[config.mk]
export PLATFORM = sky130hd
export DESIGN_NAME = sorted_array_priority_queue
export DESIGN_NICKNAME = d
export VERILOG_FILES = /design/src/design/sapq_pkg.sv /design/src/design/sapq_ram.sv /design/src/design/sapq_controller.sv /design/src/design/sapq_datapath.sv /design/src/design/sorted_array_priority_queue.sv
export SDC_FILE = /design/constraint.sdc
export NUM_CORES = 2
export LEC_CHECK = 0
export BUFFER_PORTS_ARGS = -buffer_cell sky130_fd_sc_hd__buf_4
export CORE_ASPECT_RATIO = 1.75
export CORE_MARGIN = 3
export CORE_UTILIZATION = 56
export DETAILED_ROUTE_END_ITERATION = 16
export GPL_ROUTABILITY_DRIVEN = 0
export PLACE_DENSITY = 0.76
export REMOVE_ABC_BUFFERS = 1
export SKIP_LAST_GASP = 1
export SYNTH_ARGS = -nofsm -noshare
export SYNTH_HDL_FRONTEND = slang
export SYNTH_HIERARCHICAL = 1
export SYNTH_SLANG_ARGS = --single-unit
[constraint.sdc]
create_clock -name clk_i -period 5 [get_ports clk_i]
set_input_delay 0.25 -clock clk_i [delete_from_list [all_inputs] [get_ports clk_i]]
set_output_delay 0.25 -clock clk_i [all_outputs]
set_load 0.1 [all_outputs]
[src/design/sapq_pkg.sv]
package sapq_pkg;

  localparam int unsigned DATA_W       = 32;
  localparam int unsigned CMD_W        = 1;
  localparam int unsigned STATUS_W     = 2;
  localparam int unsigned HELD_W       = 6;
  localparam int unsigned OUT_TDATA_W  = ((DATA_W + HELD_W + 7) / 8) * 8;
  localparam int unsigned CAPACITY_DEF = 32;

  localparam logic [CMD_W-1:0] CMD_INSERT = 1'b0;
  localparam logic [CMD_W-1:0] CMD_REMOVE = 1'b1;

  localparam logic [STATUS_W-1:0] STATUS_OK    = 2'd0;
  localparam logic [STATUS_W-1:0] STATUS_FULL  = 2'd1;
  localparam logic [STATUS_W-1:0] STATUS_EMPTY = 2'd2;

  // Commands from the controller to the datapath.
  typedef struct packed {
    logic                take;
    logic [STATUS_W-1:0] status;
    logic                ins_begin;
    logic                ins_shift;
    logic                ins_place;
    logic                rem_begin;
    logic                rem_head;
    logic                rem_shift;
    logic                emit;
  } ctl_cmd_t;

  // Status from the datapath to the controller.
  typedef struct packed {
    logic full;
    logic empty;
    logic less;
    logic ptr_low;
    logic more;
    logic out_free;
  } dp_sts_t;

endpackage

[src/design/sapq_ram.sv]
module sapq_ram #(
  parameter int unsigned WIDTH = 32,
  parameter int unsigned DEPTH = 32,
  localparam int unsigned AW   = (DEPTH > 1) ? $clog2(DEPTH) : 1
) (
  input  logic             clk_i,
  input  logic             we_i,
  input  logic [AW-1:0]    waddr_i,
  input  logic [WIDTH-1:0] wdata_i,
  input  logic             re_i,
  input  logic [AW-1:0]    raddr_i,
  output logic [WIDTH-1:0] rdata_o
);

  logic [WIDTH-1:0] mem_q [DEPTH];
  logic [WIDTH-1:0] rdata_q;

  always_ff @(posedge clk_i) begin
    if (we_i) begin
      mem_q[waddr_i] <= wdata_i;
    end
    if (re_i) begin
      rdata_q <= mem_q[raddr_i];
    end
  end

  assign rdata_o = rdata_q;

endmodule

[src/design/sapq_controller.sv]
module sapq_controller import sapq_pkg::*; (
  input  logic             clk_i,
  input  logic             rst_ni,
  input  logic             item_valid_i,
  input  logic [CMD_W-1:0] item_cmd_i,
  output logic             item_ready_o,
  input  dp_sts_t          sts_i,
  output ctl_cmd_t         cmd_o
);

  typedef enum logic [2:0] {
    ST_IDLE,
    ST_INS_CMP,
    ST_INS_PLACE,
    ST_REM_HEAD,
    ST_REM_SHIFT,
    ST_FIN
  } state_e;

  state_e state_q, state_d;

  always_comb begin
    state_d      = state_q;
    cmd_o        = '0;
    cmd_o.status = STATUS_OK;
    item_ready_o = 1'b0;
    unique case (state_q)
      ST_IDLE: begin
        item_ready_o = 1'b1;
        if (item_valid_i) begin
          cmd_o.take = 1'b1;
          if (item_cmd_i == CMD_INSERT) begin
            if (sts_i.full) begin
              cmd_o.status = STATUS_FULL;
              state_d      = ST_FIN;
            end else begin
              cmd_o.ins_begin = 1'b1;
              state_d         = sts_i.empty ? ST_INS_PLACE : ST_INS_CMP;
            end
          end else begin
            if (sts_i.empty) begin
              cmd_o.status = STATUS_EMPTY;
              state_d      = ST_FIN;
            end else begin
              cmd_o.rem_begin = 1'b1;
              state_d         = ST_REM_HEAD;
            end
          end
        end
      end
      ST_INS_CMP: begin
        // Move larger entries up one place until the new value fits.
        if (sts_i.less) begin
          cmd_o.ins_shift = 1'b1;
          if (sts_i.ptr_low) begin
            state_d = ST_INS_PLACE;
          end
        end else begin
          cmd_o.ins_place = 1'b1;
          state_d         = ST_FIN;
        end
      end
      ST_INS_PLACE: begin
        cmd_o.ins_place = 1'b1;
        state_d         = ST_FIN;
      end
      ST_REM_HEAD: begin
        cmd_o.rem_head = 1'b1;
        state_d        = sts_i.more ? ST_REM_SHIFT : ST_FIN;
      end
      ST_REM_SHIFT: begin
        cmd_o.rem_shift = 1'b1;
        if (!sts_i.more) begin
          state_d = ST_FIN;
        end
      end
      ST_FIN: begin
        if (sts_i.out_free) begin
          cmd_o.emit = 1'b1;
          state_d    = ST_IDLE;
        end
      end
      default: begin
        state_d = ST_IDLE;
      end
    endcase
  end

  always_ff @(posedge clk_i or negedge rst_ni) begin
    if (!rst_ni) begin
      state_q <= ST_IDLE;
    end else begin
      state_q <= state_d;
    end
  end

endmodule

[src/design/sapq_datapath.sv]
module sapq_datapath import sapq_pkg::*; #(
  parameter int unsigned CAPACITY = CAPACITY_DEF
) (
  input  logic                clk_i,
  input  logic                rst_ni,
  input  logic [DATA_W-1:0]   value_i,
  input  ctl_cmd_t            cmd_i,
  output dp_sts_t             sts_o,
  input  logic                out_ready_i,
  output logic                out_valid_o,
  output logic [DATA_W-1:0]   out_value_o,
  output logic [STATUS_W-1:0] out_status_o,
  output logic [HELD_W-1:0]   out_held_o
);

  localparam int unsigned CW = $clog2(CAPACITY + 1);
  localparam int unsigned AW = $clog2(CAPACITY);

  logic [CW-1:0]        count_q, count_d;
  logic [CW-1:0]        ptr_q, ptr_d;
  logic signed [DATA_W-1:0] val_q, val_d;
  logic [DATA_W-1:0]    res_value_q, res_value_d;
  logic [STATUS_W-1:0]  res_status_q, res_status_d;
  logic                 out_valid_q, out_valid_d;
  logic [DATA_W-1:0]    out_value_q, out_value_d;
  logic [STATUS_W-1:0]  out_status_q, out_status_d;
  logic [HELD_W-1:0]    out_held_q, out_held_d;

  logic [CW-1:0]        count_dec, ptr_dec, ptr_dec2, ptr_inc;

  logic                 ram_we, ram_re;
  logic [AW-1:0]        ram_waddr, ram_raddr;
  logic [DATA_W-1:0]    ram_wdata, ram_rdata;

  sapq_ram #(
    .WIDTH (DATA_W),
    .DEPTH (CAPACITY)
  ) u_ram (
    .clk_i   (clk_i),
    .we_i    (ram_we),
    .waddr_i (ram_waddr),
    .wdata_i (ram_wdata),
    .re_i    (ram_re),
    .raddr_i (ram_raddr),
    .rdata_o (ram_rdata)
  );

  assign count_dec = count_q - CW'(1);
  assign ptr_dec   = ptr_q - CW'(1);
  assign ptr_dec2  = ptr_q - CW'(2);
  assign ptr_inc   = ptr_q + CW'(1);

  assign sts_o.full     = (count_q == CW'(CAPACITY));
  assign sts_o.empty    = (count_q == '0);
  assign sts_o.less     = (val_q < $signed(ram_rdata));
  assign sts_o.ptr_low  = (ptr_q == CW'(1));
  assign sts_o.more     = (ptr_q < count_q);
  assign sts_o.out_free = !out_valid_q || out_ready_i;

  always_comb begin
    count_d      = count_q;
    ptr_d        = ptr_q;
    val_d        = val_q;
    res_value_d  = res_value_q;
    res_status_d = res_status_q;
    out_value_d  = out_value_q;
    out_status_d = out_status_q;
    out_held_d   = out_held_q;
    out_valid_d  = out_valid_q && !out_ready_i;
    ram_we       = 1'b0;
    ram_waddr    = ptr_q[AW-1:0];
    ram_wdata    = ram_rdata;
    ram_re       = 1'b0;
    ram_raddr    = ptr_q[AW-1:0];

    if (cmd_i.take) begin
      val_d        = value_i;
      res_value_d  = '0;
      res_status_d = cmd_i.status;
    end

    if (cmd_i.ins_begin) begin
      ptr_d = count_q;
      if (count_q != '0) begin
        ram_re    = 1'b1;
        ram_raddr = count_dec[AW-1:0];
      end
    end

    // The stored entry just read is larger: it moves up into the hole.
    if (cmd_i.ins_shift) begin
      ram_we    = 1'b1;
      ram_waddr = ptr_q[AW-1:0];
      ram_wdata = ram_rdata;
      ptr_d     = ptr_dec;
      if (ptr_q != CW'(1)) begin
        ram_re    = 1'b1;
        ram_raddr = ptr_dec2[AW-1:0];
      end
    end

    if (cmd_i.ins_place) begin
      ram_we    = 1'b1;
      ram_waddr = ptr_q[AW-1:0];
      ram_wdata = val_q;
      count_d   = count_q + CW'(1);
    end

    if (cmd_i.rem_begin) begin
      ram_re    = 1'b1;
      ram_raddr = '0;
      ptr_d     = CW'(1);
    end

    if (cmd_i.rem_head) begin
      res_value_d = ram_rdata;
    end

    // The entry read in the previous cycle moves down by one place.
    if (cmd_i.rem_shift) begin
      ram_we    = 1'b1;
      ram_waddr = ptr_dec2[AW-1:0];
      ram_wdata = ram_rdata;
    end

    if (cmd_i.rem_head || cmd_i.rem_shift) begin
      if (ptr_q < count_q) begin
        ram_re    = 1'b1;
        ram_raddr = ptr_q[AW-1:0];
        ptr_d     = ptr_inc;
      end else begin
        count_d = count_dec;
      end
    end

    if (cmd_i.emit) begin
      out_valid_d  = 1'b1;
      out_value_d  = res_value_q;
      out_status_d = res_status_q;
      out_held_d   = HELD_W'(count_q);
    end
  end

  always_ff @(posedge clk_i or negedge rst_ni) begin
    if (!rst_ni) begin
      count_q     <= '0;
      out_valid_q <= 1'b0;
    end else begin
      count_q     <= count_d;
      out_valid_q <= out_valid_d;
    end
  end

  always_ff @(posedge clk_i) begin
    ptr_q        <= ptr_d;
    val_q        <= val_d;
    res_value_q  <= res_value_d;
    res_status_q <= res_status_d;
    out_value_q  <= out_value_d;
    out_status_q <= out_status_d;
    out_held_q   <= out_held_d;
  end

  assign out_valid_o  = out_valid_q;
  assign out_value_o  = out_value_q;
  assign out_status_o = out_status_q;
  assign out_held_o   = out_held_q;

endmodule

[src/design/sorted_array_priority_queue.sv]
// Minimum priority queue of signed 32-bit values, kept in ascending order
// in a single-port-write, registered-read RAM of CAPACITY entries.
// Input channel (s_*): s_tuser_i is the command (0 insert, 1 remove) and
// s_tdata_i the value to insert. Output channel (m_*): one item per input
// item, carrying the removed value, the entry count and the status.
// Equal values leave in the order they arrived.
// One item is worked on at a time. The RAM moves one entry per cycle, so
// an insert takes longer the more stored entries are larger than the value,
// and a remove takes longer the more entries are held; a refused insert or
// an empty remove moves no entries and goes straight to the result.
// The next item is accepted in the cycle after the result is loaded.
// The result sits in an output register; the next item is accepted while
// it waits. If the receiver still holds off when the following result is
// ready, the block waits and does not accept further items.
// Reset empties the queue; the stored values need no clearing.
module sorted_array_priority_queue import sapq_pkg::*; #(
  parameter int unsigned CAPACITY = CAPACITY_DEF
) (
  input  logic                   clk_i,
  input  logic                   rst_ni,
  input  logic                   s_tvalid_i,
  output logic                   s_tready_o,
  input  logic [DATA_W-1:0]      s_tdata_i,  // [31:0] value
  input  logic [CMD_W-1:0]       s_tuser_i,  // [0] command
  output logic                   m_tvalid_o,
  input  logic                   m_tready_i,
  output logic [OUT_TDATA_W-1:0] m_tdata_o,  // [31:0] removed_value, [37:32] entries_held
  output logic [STATUS_W-1:0]    m_tuser_o   // [1:0] status
);

  ctl_cmd_t            cmd;
  dp_sts_t             sts;
  logic [DATA_W-1:0]   out_value;
  logic [HELD_W-1:0]   out_held;

  sapq_controller u_ctrl (
    .clk_i        (clk_i),
    .rst_ni       (rst_ni),
    .item_valid_i (s_tvalid_i),
    .item_cmd_i   (s_tuser_i),
    .item_ready_o (s_tready_o),
    .sts_i        (sts),
    .cmd_o        (cmd)
  );

  sapq_datapath #(
    .CAPACITY (CAPACITY)
  ) u_dp (
    .clk_i        (clk_i),
    .rst_ni       (rst_ni),
    .value_i      (s_tdata_i),
    .cmd_i        (cmd),
    .sts_o        (sts),
    .out_ready_i  (m_tready_i),
    .out_valid_o  (m_tvalid_o),
    .out_value_o  (out_value),
    .out_status_o (m_tuser_o),
    .out_held_o   (out_held)
  );

  assign m_tdata_o = OUT_TDATA_W'({out_held, out_value});

endmodule

* Word-level counts from Yosys, hierarchy flattened
Memories as Yosys holds them, arrays and structs flattened. A register that Yosys moved wholly into a read port is not among the register bits.
Index checks and enable logic that the tools add are counted.
** Storage, ports and cells
- Memories :: 1
- Register bits after elaboration :: 122
- Word-level logic and storage cells :: 105
- Memory bits (writable) :: 1024
- Input port bits :: 37
** Cells by class
- Order comparisons :: 2
- Add/subtract/negate cells :: 5
- Reduce and logical (&&, ||, !) cells :: 11
- Eq/ne operators :: 12
- Multiplexer cells :: 64
** Memories
- u_dp.u_ram.mem_q :: depth 32, width 32, rd ports 1, clocked after memory_dff 1, write ports 1, line sapq_ram.sv:15 : logic [WIDTH-1:0] mem_q [DEPTH];
** Operators with widths (count)
- $mux 32 :: 4
- $mux 6 :: 8
- $mux 5 :: 8
- $lt 32x32->1 :: 1
- $mux 1 :: 29
- $mux 3 :: 8
- $pmux 3 s6 :: 1
- $add 6x1->6 const B :: 2
- $sub 6x1->6 const B :: 2
- $mux 4 :: 2
- $eq 3x2->1 const B :: 2
- $eq 3x3->1 const B :: 2
- $eq 6x1->1 const B :: 1
- $eq 6x6->1 const B :: 1
- $logic_not 6->1 :: 1
- $lt 6x6->1 :: 1
- $mux 2 :: 3
- $ne 2x2->1 const B :: 3
- $ne 6x1->1 const B :: 1
- $reduce_bool 6->1 :: 1
- $sub 5x2->5 const B :: 1
- $reduce_and 4->1 :: 1
- $eq 3x1->1 const B :: 1
- $logic_not 3->1 :: 1
- 7 further kinds :: 9

* Depth between registers and ports, before layout
- Depth after elaboration :: 11
- Gate-level depth with buffers :: 22

* Hierarchy
Netlist, hierarchy kept.
** Modules (own cells, without submodules)
- sapq_ram :: cells an instance 2260, area each 40811.6 sq um, instances 1, sequential area each 31710.4 sq um
- sapq_datapath :: cells an instance 491, area each 5840.6 sq um, instances 1, sequential area each 3478.3 sq um
- sapq_controller :: cells an instance 44, area each 347.8 sq um, instances 1, sequential area each 75.1 sq um
- sorted_array_priority_queue :: cells an instance 3, area each 18.8 sq um, instances 1, sequential area each 0.0 sq um

* Least setup slack after synthesis
No wires, ideal clock.
- Kind :: reg2reg
- Start :: register u_dp.val_q[14]
- End :: memory u_dp.u_ram.mem_q[28][0] (enable)
- Required time :: 4.579 ns
- Setup time :: 0.421 ns
- Arrival :: 4.641 ns
- Stages on the path, launching flop included :: 15
- Path buffers :: 1
- Path slack :: -0.062 ns
- Path through :: edfxtp_1 ha_1 nand4_1 or4_1 a221oi_1 a211o_1 o211ai_1 a41o_1 nor2b_1 a21oi_1 nor2_1 or3_1 or3b_2 clkbuf_1 nor2_1
** RTL lines
- start: declaration :: line sapq_datapath.sv:21 : logic signed [DATA_W-1:0] val_q, val_d;
- start signal: assignment :: line sapq_datapath.sv:156 : val_q <= val_d;
- end: declaration :: line sapq_ram.sv:15

==> flow_metrics.env <==
export IMPL_finalCritPeriodShare_pct=98.7
export IMPL_first_iter_violations=3895
export IMPL_io_pins=81
export IMPL_ant_nets=0
export IMPL_muxShareOfSynthArea_pct=11.1
export IMPL_clockBufferDepth=3
export IMPL_crit_path_top_delay_cell="or4_1"
export IMPL_grt_first_pass_wirelength_um=183000
export IMPL_numCtsBuffers=98
export IMPL_initial_core_util_pct=56.5
export IMPL_ys_ff_latch=1178
export IMPL_worst_path_buf_inv=5
export IMPL_skew_ns=0.0289
export IMPL_maxSlewHeadroom_pct=18.3
export IMPL_drive_above_1_share_pct=17.4
export IMPL_hpwl_um=74600
export IMPL_path_delay_family="simple AND/OR/NAND/NOR gates"
export IMPL_via_per_inst=6.46
export IMPL_stdcell_area_mm2=0.0551
export IMPL_fin_ws_ns=0.0643
export IMPL_p_leak_nw=19.9
export IMPL_dpl_cell_count=3999
export IMPL_synth_area_mm2=0.0470
export IMPL_stdcell_count=4252
export IMPL_synth_edf_count=1162
export IMPL_area_growth_pct=17.2
export IMPL_synth_xor_area_share_pct=0.335
export IMPL_r2r_slack_ns=0.06
export IMPL_ir_worst_vdd_mv=0.527
export IMPL_synth_avg_cell_area_um2=16.8
export IMPL_grt_setup_unrepaired="yes"
export IMPL_synth_simple_gate_area_share_pct=4.62
export IMPL_track_usage_pct=29.0
export IMPL_syn_instance_count=2798
export IMPL_synth_top_family_by_area="multiplexers"
export IMPL_crit_required_ns=5.40
export IMPL_hold_class="input pin to flop"
export IMPL_worstSkewPairLatency_ns=0.70
export IMPL_ys_warnings_count=6
export IMPL_async_reset_ff_share_pct=0.849
export IMPL_grt_pass1_vias=27500
export IMPL_antenna_found_initial=3
export IMPL_status="completed"
export IMPL_rows=140
export IMPL_rr_endpoint="u_dp/u_ram/rdata_o[12]"
export IMPL_hold_ws_ns=0.261
export IMPL_tightest_slew_ns=1.22
export IMPL_die_area_mm2=0.0876
export IMPL_routed_wl_um=128000
export IMPL_num_vias=27500
export IMPL_placed_area_mm2=0.0509
export IMPL_holdCritStartpoint="s_tdata_i[26]"
export IMPL_nFillCells=5243
export IMPL_rr_worst_depth=20
export IMPL_reg2reg_from="u_dp/u_ram/rdata_o[14]"
export IMPL_die_w_um=225
export IMPL_yosysSeqAreaShare_pct=75.0
export IMPL_drc=0
export IMPL_crit_cells=20
export IMPL_cp_cell_sequence="inv_1 -> ha_4 -> nand4_1 -> or4_1 -> a221oi_1 -> a211o_1 -> o211ai_1 -> a41o_2 -> nor4bb_2 -> nand2b_1 -> buf_4 -> nand2_2 -> o41ai_4 -> buf_6 -> buf_8 -> buf_4 -> mux2i_1 -> nand2_1 -> a31oi_1 -> nand3_1"
export IMPL_coreArea_mm2=0.0832
export IMPL_setup_violations=0
export IMPL_synth_fa_ha_area_share_pct=1.17
export IMPL_first_pass_iters=5
export IMPL_crit_top_cell="buf_4"
export IMPL_hold_path_end="u_dp/val_q[26]"
export IMPL_cts_root_buffer="clkbuf_16"
export IMPL_grt_overflow_total=0
export IMPL_power_density_mw_per_mm2=751
export IMPL_crit_arrival_ns=5.34
export IMPL_slowest_delay_ns=0.55
export IMPL_final_max_slew_viol_count=0
export IMPL_cp_max_fo=13
export IMPL_layout_nets=3184
export IMPL_clock_sinks=1178
export IMPL_path_class="flop to flop"
export IMPL_die_h_um=389
export IMPL_cap_violations=0
export IMPL_fmax_mhz=203
export IMPL_io_buffers=78
export IMPL_ys_flop_type="edfxtp_1"
export IMPL_path_clk_slew_ns=0.07
export IMPL_wl_per_cell_um=30.1
export IMPL_finalSetupTns_ns=0
export IMPL_grt_max_degree=65
export IMPL_htreeDepth=3
export IMPL_cts_tree="yes"
export IMPL_hold_viol=0
export IMPL_synth_compound_gate_area_share_pct=5.51
export IMPL_min_period_ns=4.94
export IMPL_synth_cell_types=71
export IMPL_cp_start_kind="flop"
export IMPL_hold_depth=2
export IMPL_end_kind="flop"
export IMPL_dp_slack_ns=-0.0922
sequential cells by signal (all words and copies together), names as in the netlist:
signal / flops
u_dp/u_ram/mem_q: 1024
u_dp/out_value_o: 32
u_dp/res_value_q: 32
u_dp/u_ram/rdata_o: 32
u_dp/val_q: 32
u_dp/count_q: 6
u_dp/out_held_o: 6
u_dp/ptr_q: 6
u_ctrl/state_q: 3
u_dp/out_status_o: 2
u_dp/res_status_q: 2
u_dp/out_valid_o: 1
repair_timing:
action,CTS,global route
cloned,1,7
pin swaps,1,1
setup buffers,0,24
hold buffers,37,0
gates resized for setup,8,29
hold endpoints to repair,46,0
endpoints found under the setup margin,7,32
cells in the mapped netlist (10+ instances only):
| cell | n | share of area, % |
|---|---|---|
| a22oi_1 | 96 | 1.5 |
| nor3_1 | 42 | 0.45 |
| a22o_1 | 67 | 1.2 |
| xnor2_1 | 15 | 0.28 |
| buf_4 | 37 | 0.59 |
| and2_1 | 35 | 0.47 |
| edfxtp_1 | 1162 | 74 |
| o21ai_0 | 37 | 0.39 |
| inv_1 | 38 | 0.30 |
| clkbuf_1 | 56 | 0.45 |
| nor2_1 | 47 | 0.38 |
| nand3_1 | 111 | 1.2 |
| a21oi_1 | 116 | 1.2 |
| mux2i_1 | 522 | 11 |
| buf_6 | 16 | 0.38 |
| buf_2 | 37 | 0.39 |
| nand2_1 | 154 | 1.2 |
| a31oi_1 | 34 | 0.45 |
| dfrtp_1 | 10 | 0.53 |
| ha_1 | 44 | 1.2 |
layout by cell type, fill, tap and decap left out, types with 10 or more instances in the layout:
| cell type | count |
|---|---|
| and2_1 | 34 |
| edfxtp_1 | 1162 |
| nand3_1 | 110 |
| o21ai_1 | 37 |
| a31oi_1 | 33 |
| a22o_1 | 66 |
| clkbuf_1 | 19 |
| nor2_4 | 33 |
| clkinv_1 | 14 |
| bufinv_16 | 12 |
| xnor2_1 | 15 |
| clkbuf_16 | 106 |
| nand2_1 | 153 |
| mux2i_1 | 516 |
| buf_12 | 72 |
| ha_1 | 41 |
| buf_4 | 224 |
| nor3_1 | 42 |
| a21oi_1 | 115 |
| dlygate4sd3_1 | 37 |
| nor2_1 | 14 |
| clkinv_2 | 20 |
| inv_1 | 37 |
| dfrtp_1 | 10 |
| a22oi_1 | 96 |
where the power goes:
part / internal, mW / total (mW) / switching, mW
sequential: 14.8 / 15.5 / 0.665
clock: 4.31 / 7.79 / 3.48
combinational: 6.62 / 18.1 / 11.4
through the flow:
step	total power, mW	utilization (%)
floorplan	26.1	-
global placement	32.0	61.2
detailed placement	32.6	61.2
CTS	40.5	65.6
global route	42.8	66.2
finish	41.3	66.2
cell families after synthesis:
group,count (synthesis)
xor gates and xnor gates,18
buffers and inverters,198
AOI/OAI and AO/OA,389
adders and majority gates,44
and+or+nand+nor,448
DFF,1178
muxes,522
other,1
final cells by class:
cell class              count  area (um2)  share of cell area (%)
diodes                      2        5.00                 0.00908
clock buffers             120        2580                    4.68
repair buffers            356        3970                    7.21
multi-input cells        1423       11100                    20.2
well taps                1065        1330                    2.42
flip-flops and latches   1178       35300                    64.0
inverters                  46         173                   0.313
clock inverters            62         654                    1.19
how the worst max path moves through the flow:
| stage | from | to | slack (ns) |
|---|---|---|---|
| floorplan | u_ctrl/state_q[1] | u_dp/u_ram/rdata_o[30] | -75.64 |
| global placement | u_dp/u_ram/rdata_o[14] | u_dp/u_ram/rdata_o[11] | -0.06 |
| detailed placement | u_dp/u_ram/rdata_o[13] | u_dp/u_ram/rdata_o[4] | -0.09 |
| CTS | u_dp/u_ram/rdata_o[14] | u_dp/u_ram/rdata_o[6] | 0.03 |
| global route | u_dp/u_ram/rdata_o[14] | u_dp/u_ram/rdata_o[6] | -0.08 |
| finish | u_dp/u_ram/rdata_o[14] | u_dp/u_ram/rdata_o[12] | 0.06 |
metal layers:
layer / share of wire (%) / up-vias / wire [um] / GRT usage [%]
met5: 0 / - / 0 / 0
met4: 6.7 / 0 / 8530 / 16.8
met3: 10 / 470 / 12900 / 5.31
met2: 50 / 1855 / 63800 / 48.6
met1: 33 / 13600 / 42800 / 35.3
li1: - / 11500 / - / -
Note: power is estimated with default switching activity, not from simulation.
